## config.mk

```make
export PLATFORM = sky130hd
export DESIGN_NAME = dama_terminal_request_tracker
export DESIGN_NICKNAME = d
export VERILOG_FILES = /design/src/rtl/dtrt_pkg.sv /design/src/rtl/dama_terminal_request_tracker.sv
export SDC_FILE = /design/constraint.sdc
export NUM_CORES = 1
export LEC_CHECK = 0
export ABC_CLOCK_PERIOD_IN_PS = 17200
export BUFFER_PORTS_ARGS = -buffer_cell sky130_fd_sc_hd__buf_4
export CAP_MARGIN = 10
export CORE_ASPECT_RATIO = 0.7
export CORE_MARGIN = 3
export CORE_UTILIZATION = 43
export DETAILED_ROUTE_END_ITERATION = 16
export GPL_ROUTABILITY_DRIVEN = 1
export GPL_TIMING_DRIVEN = 0
export PLACE_DENSITY = 0.64
export SYNTH_ARGS = -nofsm -noshare
export SYNTH_HDL_FRONTEND = slang
export SYNTH_SLANG_ARGS = --single-unit
```

## constraint.sdc

```tcl
create_clock -name i_clk -period 17.2 [get_ports i_clk]
set_clock_uncertainty 0.05 [all_clocks]
set_input_delay 3.44 -clock i_clk [delete_from_list [all_inputs] [get_ports i_clk]]
set_output_delay 3.44 -clock i_clk [all_outputs]
set_load 0.05 [all_outputs]
```

## src/rtl/dtrt_pkg.sv

```systemverilog
package dtrt_pkg;

    localparam int unsigned CNT_W   = 16;
    localparam int unsigned FPS_W   = 7;
    localparam int unsigned CMD_W   = 3;
    localparam int unsigned IDX_W   = 3;
    localparam int unsigned TOT_W   = 18;
    localparam int unsigned NUM_W   = CNT_W + 1;
    localparam int unsigned PROD_W  = CNT_W + FPS_W;
    localparam int unsigned STEP_W  = $clog2(NUM_W);

    typedef enum logic [CMD_W-1:0] {
        CMD_RATE_REQ   = 3'd0,
        CMD_ADD_CREDIT = 3'd1,
        CMD_RATE_ALLOC = 3'd2,
        CMD_VOL_REQ    = 3'd3,
        CMD_VOL_ALLOC  = 3'd4,
        CMD_FREE_ALLOC = 3'd5,
        CMD_TICK       = 3'd6
    } t_cmd;

    typedef enum logic [IDX_W-1:0] {
        REG_GUAR_RATE = 3'd0,
        REG_MAX_RATE  = 3'd1,
        REG_TIMEOUT   = 3'd2,
        REG_MAX_VOL   = 3'd3,
        REG_FPS       = 3'd4
    } t_reg_idx;

endpackage

```

## src/rtl/dama_terminal_request_tracker.sv

```systemverilog
// Each item runs S_SUB (volume alloc only), S_LOAD, S_DIV and S_DONE in turn; S_DIV
// is the 17-step restoring divider that forms the rounded-up volume per frame, and
// S_DONE waits while a stalled result is held. Input stalls until S_DONE is left.
// A finished result sits in the output register while the next item is taken.
// Reset is synchronous, active low; request and allocation counters clear, frame count resets to 1.
module dama_terminal_request_tracker
    import dtrt_pkg::*;
(
    input  logic                 i_clk,
    input  logic                 i_rst_n,
    input  logic                 i_cfg_we,
    input  logic [IDX_W-1:0]     i_cfg_index,
    input  logic [CNT_W-1:0]     i_cfg_data,
    input  logic                 i_in_valid,
    output logic                 o_in_stall,
    input  logic [CMD_W-1:0]     i_cmd,
    input  logic [CNT_W-1:0]     i_amount,
    output logic                 o_out_valid,
    input  logic                 i_out_stall,
    output logic [CNT_W-1:0]     o_rate_request,
    output logic [CNT_W-1:0]     o_rate_credit,
    output logic [CNT_W-1:0]     o_volume_per_frame,
    output logic [TOT_W-1:0]     o_total_rate_alloc,
    output logic [CNT_W-1:0]     o_total_volume_alloc
);

    typedef enum logic [2:0] {
        S_IDLE,
        S_SUB,
        S_LOAD,
        S_DIV,
        S_DONE
    } t_state;

    localparam logic [CNT_W-1:0]  SAT       = '1;
    localparam logic [STEP_W-1:0] LAST_STEP = STEP_W'(NUM_W - 1);

    t_state r_state, n_state;

    logic [CNT_W-1:0]  r_guar_rate, n_guar_rate;
    logic [CNT_W-1:0]  r_max_rate, n_max_rate;
    logic [CNT_W-1:0]  r_timeout, n_timeout;
    logic [CNT_W-1:0]  r_max_vol, n_max_vol;
    logic [FPS_W-1:0]  r_fps, n_fps;

    logic [CNT_W-1:0]  r_rate_req, n_rate_req;
    logic [CNT_W-1:0]  r_credit, n_credit;
    logic [CNT_W-1:0]  r_timeout_left, n_timeout_left;
    logic [CNT_W-1:0]  r_rate_alloc, n_rate_alloc;
    logic [CNT_W-1:0]  r_volume_req, n_volume_req;
    logic [CNT_W-1:0]  r_volume_alloc, n_volume_alloc;
    logic [CNT_W-1:0]  r_free_alloc, n_free_alloc;

    logic [PROD_W-1:0] r_prod, n_prod;
    logic [NUM_W-1:0]  r_num, n_num;
    logic [FPS_W-1:0]  r_rem, n_rem;
    logic [STEP_W-1:0] r_step, n_step;

    logic              r_out_valid, n_out_valid;
    logic [CNT_W-1:0]  r_o_rate_req, n_o_rate_req;
    logic [CNT_W-1:0]  r_o_credit, n_o_credit;
    logic [CNT_W-1:0]  r_o_vpf, n_o_vpf;
    logic [TOT_W-1:0]  r_o_trate, n_o_trate;
    logic [CNT_W-1:0]  r_o_tvol, n_o_tvol;

    logic              w_accept;
    logic [FPS_W-1:0]  w_fc;
    logic [NUM_W-1:0]  w_cred_sum;
    logic [NUM_W-1:0]  w_vol_sum;
    logic [NUM_W-1:0]  w_valloc_sum;
    logic [CNT_W-1:0]  w_tl_dec;
    logic [FPS_W:0]    w_rem_sh;
    logic              w_ge;

    assign o_in_stall = (r_state != S_IDLE);
    assign w_accept   = i_in_valid && !o_in_stall;

    assign w_fc         = (r_fps == '0) ? FPS_W'(1) : r_fps;
    assign w_cred_sum   = {1'b0, r_credit} + {1'b0, i_amount};
    assign w_vol_sum    = {1'b0, r_volume_req} + {1'b0, i_amount};
    assign w_valloc_sum = {1'b0, r_volume_alloc} + {1'b0, i_amount};
    assign w_tl_dec     = (r_timeout_left != '0) ? r_timeout_left - CNT_W'(1) : '0;

    assign w_rem_sh = {r_rem, r_num[NUM_W-1]};
    assign w_ge     = (w_rem_sh >= {1'b0, w_fc});

    always_comb begin
        n_state        = r_state;
        n_guar_rate    = r_guar_rate;
        n_max_rate     = r_max_rate;
        n_timeout      = r_timeout;
        n_max_vol      = r_max_vol;
        n_fps          = r_fps;
        n_rate_req     = r_rate_req;
        n_credit       = r_credit;
        n_timeout_left = r_timeout_left;
        n_rate_alloc   = r_rate_alloc;
        n_volume_req   = r_volume_req;
        n_volume_alloc = r_volume_alloc;
        n_free_alloc   = r_free_alloc;
        n_prod         = r_prod;
        n_num          = r_num;
        n_rem          = r_rem;
        n_step         = r_step;
        n_out_valid    = r_out_valid && i_out_stall;
        n_o_rate_req   = r_o_rate_req;
        n_o_credit     = r_o_credit;
        n_o_vpf        = r_o_vpf;
        n_o_trate      = r_o_trate;
        n_o_tvol       = r_o_tvol;

        if (i_cfg_we) begin
            unique case (i_cfg_index)
                REG_GUAR_RATE: n_guar_rate = i_cfg_data;
                REG_MAX_RATE:  n_max_rate  = i_cfg_data;
                REG_TIMEOUT:   n_timeout   = i_cfg_data;
                REG_MAX_VOL:   n_max_vol   = i_cfg_data;
                REG_FPS:       n_fps       = i_cfg_data[FPS_W-1:0];
                default: ;
            endcase
        end

        unique case (r_state)
            S_IDLE: begin
                if (w_accept) begin
                    n_state = S_LOAD;
                    unique case (i_cmd)
                        CMD_RATE_REQ: begin
                            n_rate_req     = (i_amount < r_max_rate) ? i_amount : r_max_rate;
                            n_credit       = '0;
                            n_timeout_left = r_timeout;
                        end
                        CMD_ADD_CREDIT: begin
                            n_credit = w_cred_sum[CNT_W] ? SAT : w_cred_sum[CNT_W-1:0];
                        end
                        CMD_RATE_ALLOC: n_rate_alloc = i_amount;
                        CMD_VOL_REQ: begin
                            n_volume_req = (w_vol_sum < {1'b0, r_max_vol}) ?
                                           w_vol_sum[CNT_W-1:0] : r_max_vol;
                        end
                        CMD_VOL_ALLOC: begin
                            n_volume_alloc = w_valloc_sum[CNT_W] ? SAT :
                                             w_valloc_sum[CNT_W-1:0];
                            n_prod  = {{FPS_W{1'b0}}, i_amount} * {{CNT_W{1'b0}}, w_fc};
                            n_state = S_SUB;
                        end
                        CMD_FREE_ALLOC: n_free_alloc = i_amount;
                        CMD_TICK: begin
                            n_timeout_left = w_tl_dec;
                            if (w_tl_dec != '0) begin
                                if (r_credit != '0) begin
                                    n_credit   = r_credit - CNT_W'(1);
                                    n_rate_req = (r_rate_req == SAT) ? SAT :
                                                 r_rate_req + CNT_W'(1);
                                end
                            end else begin
                                n_rate_req = '0;
                                n_credit   = '0;
                            end
                            n_rate_alloc   = '0;
                            n_volume_alloc = '0;
                            n_free_alloc   = '0;
                        end
                        default: ;
                    endcase
                end
            end
            S_SUB: begin
                n_volume_req = ({{FPS_W{1'b0}}, r_volume_req} >= r_prod) ?
                               r_volume_req - r_prod[CNT_W-1:0] : '0;
                n_state      = S_LOAD;
            end
            S_LOAD: begin
                n_num   = {1'b0, r_volume_req} + {{(NUM_W-FPS_W){1'b0}}, w_fc} - NUM_W'(1);
                n_rem   = '0;
                n_step  = '0;
                n_state = S_DIV;
            end
            S_DIV: begin
                n_rem  = w_ge ? FPS_W'(w_rem_sh - {1'b0, w_fc}) : w_rem_sh[FPS_W-1:0];
                n_num  = {r_num[NUM_W-2:0], w_ge};
                n_step = r_step + STEP_W'(1);
                if (r_step == LAST_STEP) begin
                    n_state = S_DONE;
                end
            end
            S_DONE: begin
                if (!r_out_valid || !i_out_stall) begin
                    n_out_valid  = 1'b1;
                    n_o_rate_req = r_rate_req;
                    n_o_credit   = r_credit;
                    n_o_vpf      = r_num[CNT_W-1:0];
                    n_o_trate    = {2'b00, r_rate_alloc} + {2'b00, r_free_alloc} +
                                   {2'b00, r_guar_rate};
                    n_o_tvol     = r_volume_alloc;
                    n_state      = S_IDLE;
                end
            end
            default: n_state = S_IDLE;
        endcase
    end

    always_ff @(posedge i_clk) begin
        r_prod       <= n_prod;
        r_num        <= n_num;
        r_rem        <= n_rem;
        r_step       <= n_step;
        r_o_rate_req <= n_o_rate_req;
        r_o_credit   <= n_o_credit;
        r_o_vpf      <= n_o_vpf;
        r_o_trate    <= n_o_trate;
        r_o_tvol     <= n_o_tvol;
        if (!i_rst_n) begin
            r_state        <= S_IDLE;
            r_out_valid    <= 1'b0;
            r_guar_rate    <= '0;
            r_max_rate     <= '0;
            r_timeout      <= '0;
            r_max_vol      <= '0;
            r_fps          <= FPS_W'(1);
            r_rate_req     <= '0;
            r_credit       <= '0;
            r_timeout_left <= '0;
            r_rate_alloc   <= '0;
            r_volume_req   <= '0;
            r_volume_alloc <= '0;
            r_free_alloc   <= '0;
        end else begin
            r_state        <= n_state;
            r_out_valid    <= n_out_valid;
            r_guar_rate    <= n_guar_rate;
            r_max_rate     <= n_max_rate;
            r_timeout      <= n_timeout;
            r_max_vol      <= n_max_vol;
            r_fps          <= n_fps;
            r_rate_req     <= n_rate_req;
            r_credit       <= n_credit;
            r_timeout_left <= n_timeout_left;
            r_rate_alloc   <= n_rate_alloc;
            r_volume_req   <= n_volume_req;
            r_volume_alloc <= n_volume_alloc;
            r_free_alloc   <= n_free_alloc;
        end
    end

    assign o_out_valid          = r_out_valid;
    assign o_rate_request       = r_o_rate_req;
    assign o_rate_credit        = r_o_credit;
    assign o_volume_per_frame   = r_o_vpf;
    assign o_total_rate_alloc   = r_o_trate;
    assign o_total_volume_alloc = r_o_tvol;

endmodule

```

After elaboration in Yosys (flattened, before gate mapping)
Index checks and enable logic that the tools add are counted.

storage, ports and cells
  ROM bits = 0
  bits in latches = 0
  memories kept = 0
  memory bits (writable) = 0
  register bits = 321
  bits of input ports = 43
  output and inout port bits = 84
  word-level logic and storage cells = 130

operators by class
  eq/ne operators = 21
  bitwise operators = 0
  multipliers = 1
  $add $sub $neg = 13
  div/mod/pow operators = 0
  magnitude comparators = 4
  multiplexer cells = 32
  shift-type cells = 0
  reduce and logical (&&, ||, !) cells = 36

operator list
  operator                                                               count
  16-bit 2-to-1 mux                                                      13
  16-bit one-hot mux with 2 select lines                                 6
  16-bit by 16-bit adder with 17-bit output                              4
  16-bit one-hot mux with 3 select lines                                 1
  16-bit nonzero test                                                    3
  17-bit one-hot mux with 2 select lines                                 1
  16-bit by 1-bit subtractor with 16-bit output, second input constant   2
  16-bit by 23-bit >= comparator with 1-bit output                       1
  16-bit by 7-bit multiplier with 23-bit output                          1
  3-bit AND reduction                                                    7
  17-bit by 16-bit adder with 18-bit output                              1
  3-bit by 2-bit equality test with 1-bit output, second input constant  6
  16-bit by 7-bit adder with 17-bit output                               1
  17-bit by 16-bit < comparator with 1-bit output                        1
  17-bit by 1-bit subtractor with 17-bit output, second input constant   1
  16-bit by 1-bit adder with 16-bit output, second input constant        1
  16-bit equality test, second input constant                            1
  16-bit < comparator                                                    1
  16-bit subtractor                                                      1
  3-bit equality test, second input constant                             5
  3-bit one-hot mux with 5 select lines                                  1
  7-bit 2-to-1 mux                                                       2
  7-bit one-hot mux with 2 select lines                                  1
  2-bit AND reduction                                                    6
  other kinds (20)                                                       39

Depth between registers and ports, before layout
  depth after elaboration = 6
  gate-level depth with buffers = 20
  depth with buffers taken out = 20

Worst setup path before layout
No wires, ideal clock.

  path type = in2reg
  start = input i_amount[4]
  end = register r_prod[22], data pin
  path slack = 9.245 ns
  stages on the path = 19
  arrival time = 7.645 ns
  setup time = 0.260 ns
  buffers on the path = 1
  required time = 16.890 ns
  cells stage by stage = clkbuf_1 nand2_1 fa_1 inv_1 fa_1 fa_1 inv_1 fa_1 inv_1 ha_1 or3_1 o21bai_1 a31oi_1 or3_1 a31oi_1 nand4_1 nand4b_1 a21oi_1 xnor2_1

between the ends
  word-level cells in the longest chain between the ends = 1

RTL lines
  element                                        line                                  text
  start: declaration                             dama_terminal_request_tracker.sv:17   input logic [CNT_W-1:0] i_amount,
  16-bit by 7-bit multiplier with 23-bit output  dama_terminal_request_tracker.sv:144  n_prod = {{FPS_W{1'b0}}, i_amount} * {{CNT_W{1'b0}}, w_fc};
  end signal: assignment                         dama_terminal_request_tracker.sv:204  r_prod <= n_prod;
  end: declaration                               dama_terminal_request_tracker.sv:54   logic [PROD_W-1:0] r_prod, n_prod;

Every way passes these cells.
A chain may end at the register's enable or synchronous reset.

Worst setup path after layout
Ends and elaborated chain as after synthesis.

==> metrics.md <==
| Metric | Value |
|---|---|
| Max H-tree Level | 2 |
| Layout cells sized above 1 | 8.872% |
| Number of global-route vias before repair | between 15000 and 20000 |
| Critical Path AT | slightly below 9 ns |
| Seq/Total Area, Yosys | between 30% and 40% |
| Critical path launch point type | input pin |
| Slew margin rel. | between 30 and 40% |
| Nets | ~3000 |
| Data required, critical path | 17.43 ns |
| CTS tree | done |
| Slew Limit Fails | 0 |
| Tmin final | between 8 and 9 ns |
| Yosys cell types | around 80 |
| Peak supply drop | between 70 and 80 uV |
| Die X | roughly 280 um |
| Most common cell on crit path | fa_1 |
| HPWL after detailed placement | between 50 and 60 mm |
| Final worst path period share | between 40% and 50% |
| Slowest stage delay, CP | about 0.57 ns |
| Routed wire per std cell | between 15 and 20 um |
| RSZ-0062 raised after global routing | no |
| # setup viols final | 0 |
| CP cell instances | buf_4 > clkbuf_1 > nand2_1 > fa_1 > inv_1 > fa_1 > fa_1 > inv_1 > fa_1 > inv_1 > ha_1 > or3_1 > o21bai_1 > a31oi_1 > or3_1 > a31oi_1 > nand4_1 > nand4b_1 > a21oi_1 > xnor2_1 |
| Pin count of the biggest net entering global routing | 33 |
| First-pass GRT wire length | around 100 mm |
| Gr ovfl total | 0 |
| Final setup TNS | 0 ns |
| P&R area growth vs syn | 14.01% |
| Vias | a little under 20000 |
| Total die area | approximately 54000 um^2 |
| Slowest CP cell | fa_1 |
| Hold Path Stages | 0 |
| Mean post-synth cell area | ~8.7 um^2 |
| Io pins | 127 |
| Cells after synthesis | about 2500 |
| Tightest Pin Transition | ~0.98 ns |
| Number of synthesized flops with an enable pin | 134 |
| Routed met2 length | 27.83 mm |
| Lkg Pwr | 10.42 nW |
| R2R depth | 20 |
| MaxCap Viol Count | 0 |
| Yosys reg bits | ~320 |
| Post-synth top flop | dfxtp_1 |
| Core Region | 49860 um^2 |
| Routability Congestion | 0.9346 |
| Yosys top cell area share | 18.31% |
| CTS sink cnt | roughly 320 |
| Diode count | 0 |
| Synth top area cells | edfxtp_1, dfxtp_1, ha_1 |
| Crit Path Max Fanout | 9 |
| Vias per std cell | 5.700 |
| Remaining DRCs | 0 |
| Total Routing Usage GR | about a quarter |
| Synth warnings | 0 |
| Dpl ws | 8.294 ns |
| Clk_lat worst skew | 0.55 ns |
| Async SR Flop Fraction | 0% |
| Area leader, netlist | edfxtp_1 |
| Root Buffer | clkbuf_16 |
| Syn Std Cell Area | 21970 um^2 |
| Commonest cells after routing, fill and taps aside | nand2_1, a21oi_1, nor2_1 |
| Router iterations before antenna repair | 6 |
| Initial antenna violation count | 1 |
| Power, Total | roughly 2.2 mW |
| Routed wl met3 | approximately 6.4 mm |
| Post CTS Setup Buffer Count | 0 |
| CTS buffer count | 36 |
| CTS clk-pin slew, worst paths | 0.06 ns |
| HP Class | reg2reg |
| Crit Path Category | in2reg |
| DR iter-0 viols | 1961 |
| Post-CTS Resized | 0 |
| Status | finished clean |
| Final Hold Fails | 0 |
| Starting density of the core | between 40 and 50% |
| Critical Path Sink Type | flip-flop |
| Row count | 68 |
| M1 WL | between 30 and 40 mm |
| Final WS setup | just under 9 ns |
| Fmax | approximately 0.12 GHz |
| Power Dens Cells | ~90 nW/um^2 |
| Hold buffer count at CTS | 0 |
| Syn_nets | 2831 |
| Post-route ant nets | 0 |
| # port buffers | approximately 120 |
| Die height | 195.1 um |
| CTS max path bufs | 3 |
| DR top layer | met4 |
| Commonest non-fill, non-tap cell in the layout | nand2_1 |
| Drt total wl | 65.78 mm |
==> worst max-delay path, delay by kind of cell <==
family                   cells  cell delay [ns]
adder cells (fa/ha/maj)      5             2.33
XOR/XNOR                     1             0.08
buffers and inverters        5             0.84
AND/OR/NAND/NOR              5             1.01
AO/OA/AOI/OAI                4             0.91
==> kinds of logic after synthesis <==
logic type,count (synthesis),share of synthesized area (%)
simple gates,822,17.09
compound gates,631,17.17
buf+inv,322,5.688
flops,321,35.35
fa+ha+maj,276,18.86
xor+xnor,108,4.305
mux,32,1.549
==> per-layer routing <==
metal | GRT usage [%] | vias to the layer above
met5 | 0 | -
met4 | 6.058 | 0
met3 | 5.390 | 119
met2 | 35.59 | 784
met1 | 34.98 | 9250
li1 | - | 9056
==> Yosys cell counts, types with 4 or more instances <==
master / instances
or4_1: 4
nand2b_1: 12
o41ai_1: 5
and2_1: 64
o21ai_0: 142
mux2i_1: 16
nand2_1: 324
a21oi_1: 270
nand4_1: 21
and3_1: 18
xor2_1: 39
nor3_1: 46
o21bai_1: 18
clkbuf_1: 97
a31o_2: 5
nor4_1: 10
o21a_1: 19
o31ai_1: 17
a21o_1: 31
o311ai_0: 4
ha_1: 184
a211oi_1: 13
buf_6: 5
a2111oi_0: 4
a211o_1: 6
edfxtp_1: 134
nand3_1: 42
nor2b_1: 19
fa_1: 92
a22oi_1: 14
inv_1: 210
a31oi_1: 24
nand4b_1: 4
buf_1: 6
mux2_2: 16
o211ai_1: 10
nor2_1: 219
o22ai_1: 10
or3_1: 12
and3b_1: 4
a221oi_1: 5
dfxtp_1: 187
or2_2: 6
xnor2_1: 69
==> through the flow <==
stage                     util (%)  instance area (um^2)  cells  hold WS, ns
after floorplan                  -                 21970   2512       0.3762
after global placement       47.60                 23730   3300       0.3878
after detailed placement     47.82                 23840   3304       0.3934
after CTS                    50.25                 25050   3370       0.4075
after global routing         50.25                 25050   3370       0.4131
final                        50.25                 25050   3370       0.4016
==> layout make-up <==
class | instances | area, um^2
Fill cell | 4744 | 24810
Clock buffer | 46 | 1051
Inverter | 211 | 792.0
Timing Repair Buffer | 127 | 1018
Buffer | 111 | 457.9
Clock inverter | 20 | 157.7
Sequential cell | 321 | 7767
Tap cell | 665 | 832.0
Multi-Input combinational cell | 1869 | 12980
==> state kept, by name, indices dropped and copies added, names as in the netlist, 16 cells and up <==
signal / flops
r_max_vol: 16
r_credit: 16
r_volume_req: 16
r_rate_alloc: 16
r_max_rate: 16
o_total_volume_alloc: 16
o_rate_request: 16
o_total_rate_alloc: 18
o_volume_per_frame: 16
r_volume_alloc: 16
r_num: 17
r_free_alloc: 16
r_guar_rate: 16
r_prod: 23
r_rate_req: 16
r_timeout_left: 16
r_timeout: 16
o_rate_credit: 16
==> final timing paths <==
kind	start	to	slack (ns)
min	r_num[0]	o_volume_per_frame[0]	0.40
max reg2reg	r_fps[3]	r_prod[22]	11.04
max	i_amount[4]	r_prod[22]	8.79
min reg2reg	r_num[0]	o_volume_per_frame[0]	0.40
==> power breakdown <==
group	switching [mW]	internal, mW	total [mW]
Sequential	0.0338	0.846	0.880
Combinational	0.334	0.225	0.559
Clock	0.339	0.452	0.792
Total	0.707	1.52	2.23
Power figures use the tool's default switching activity.
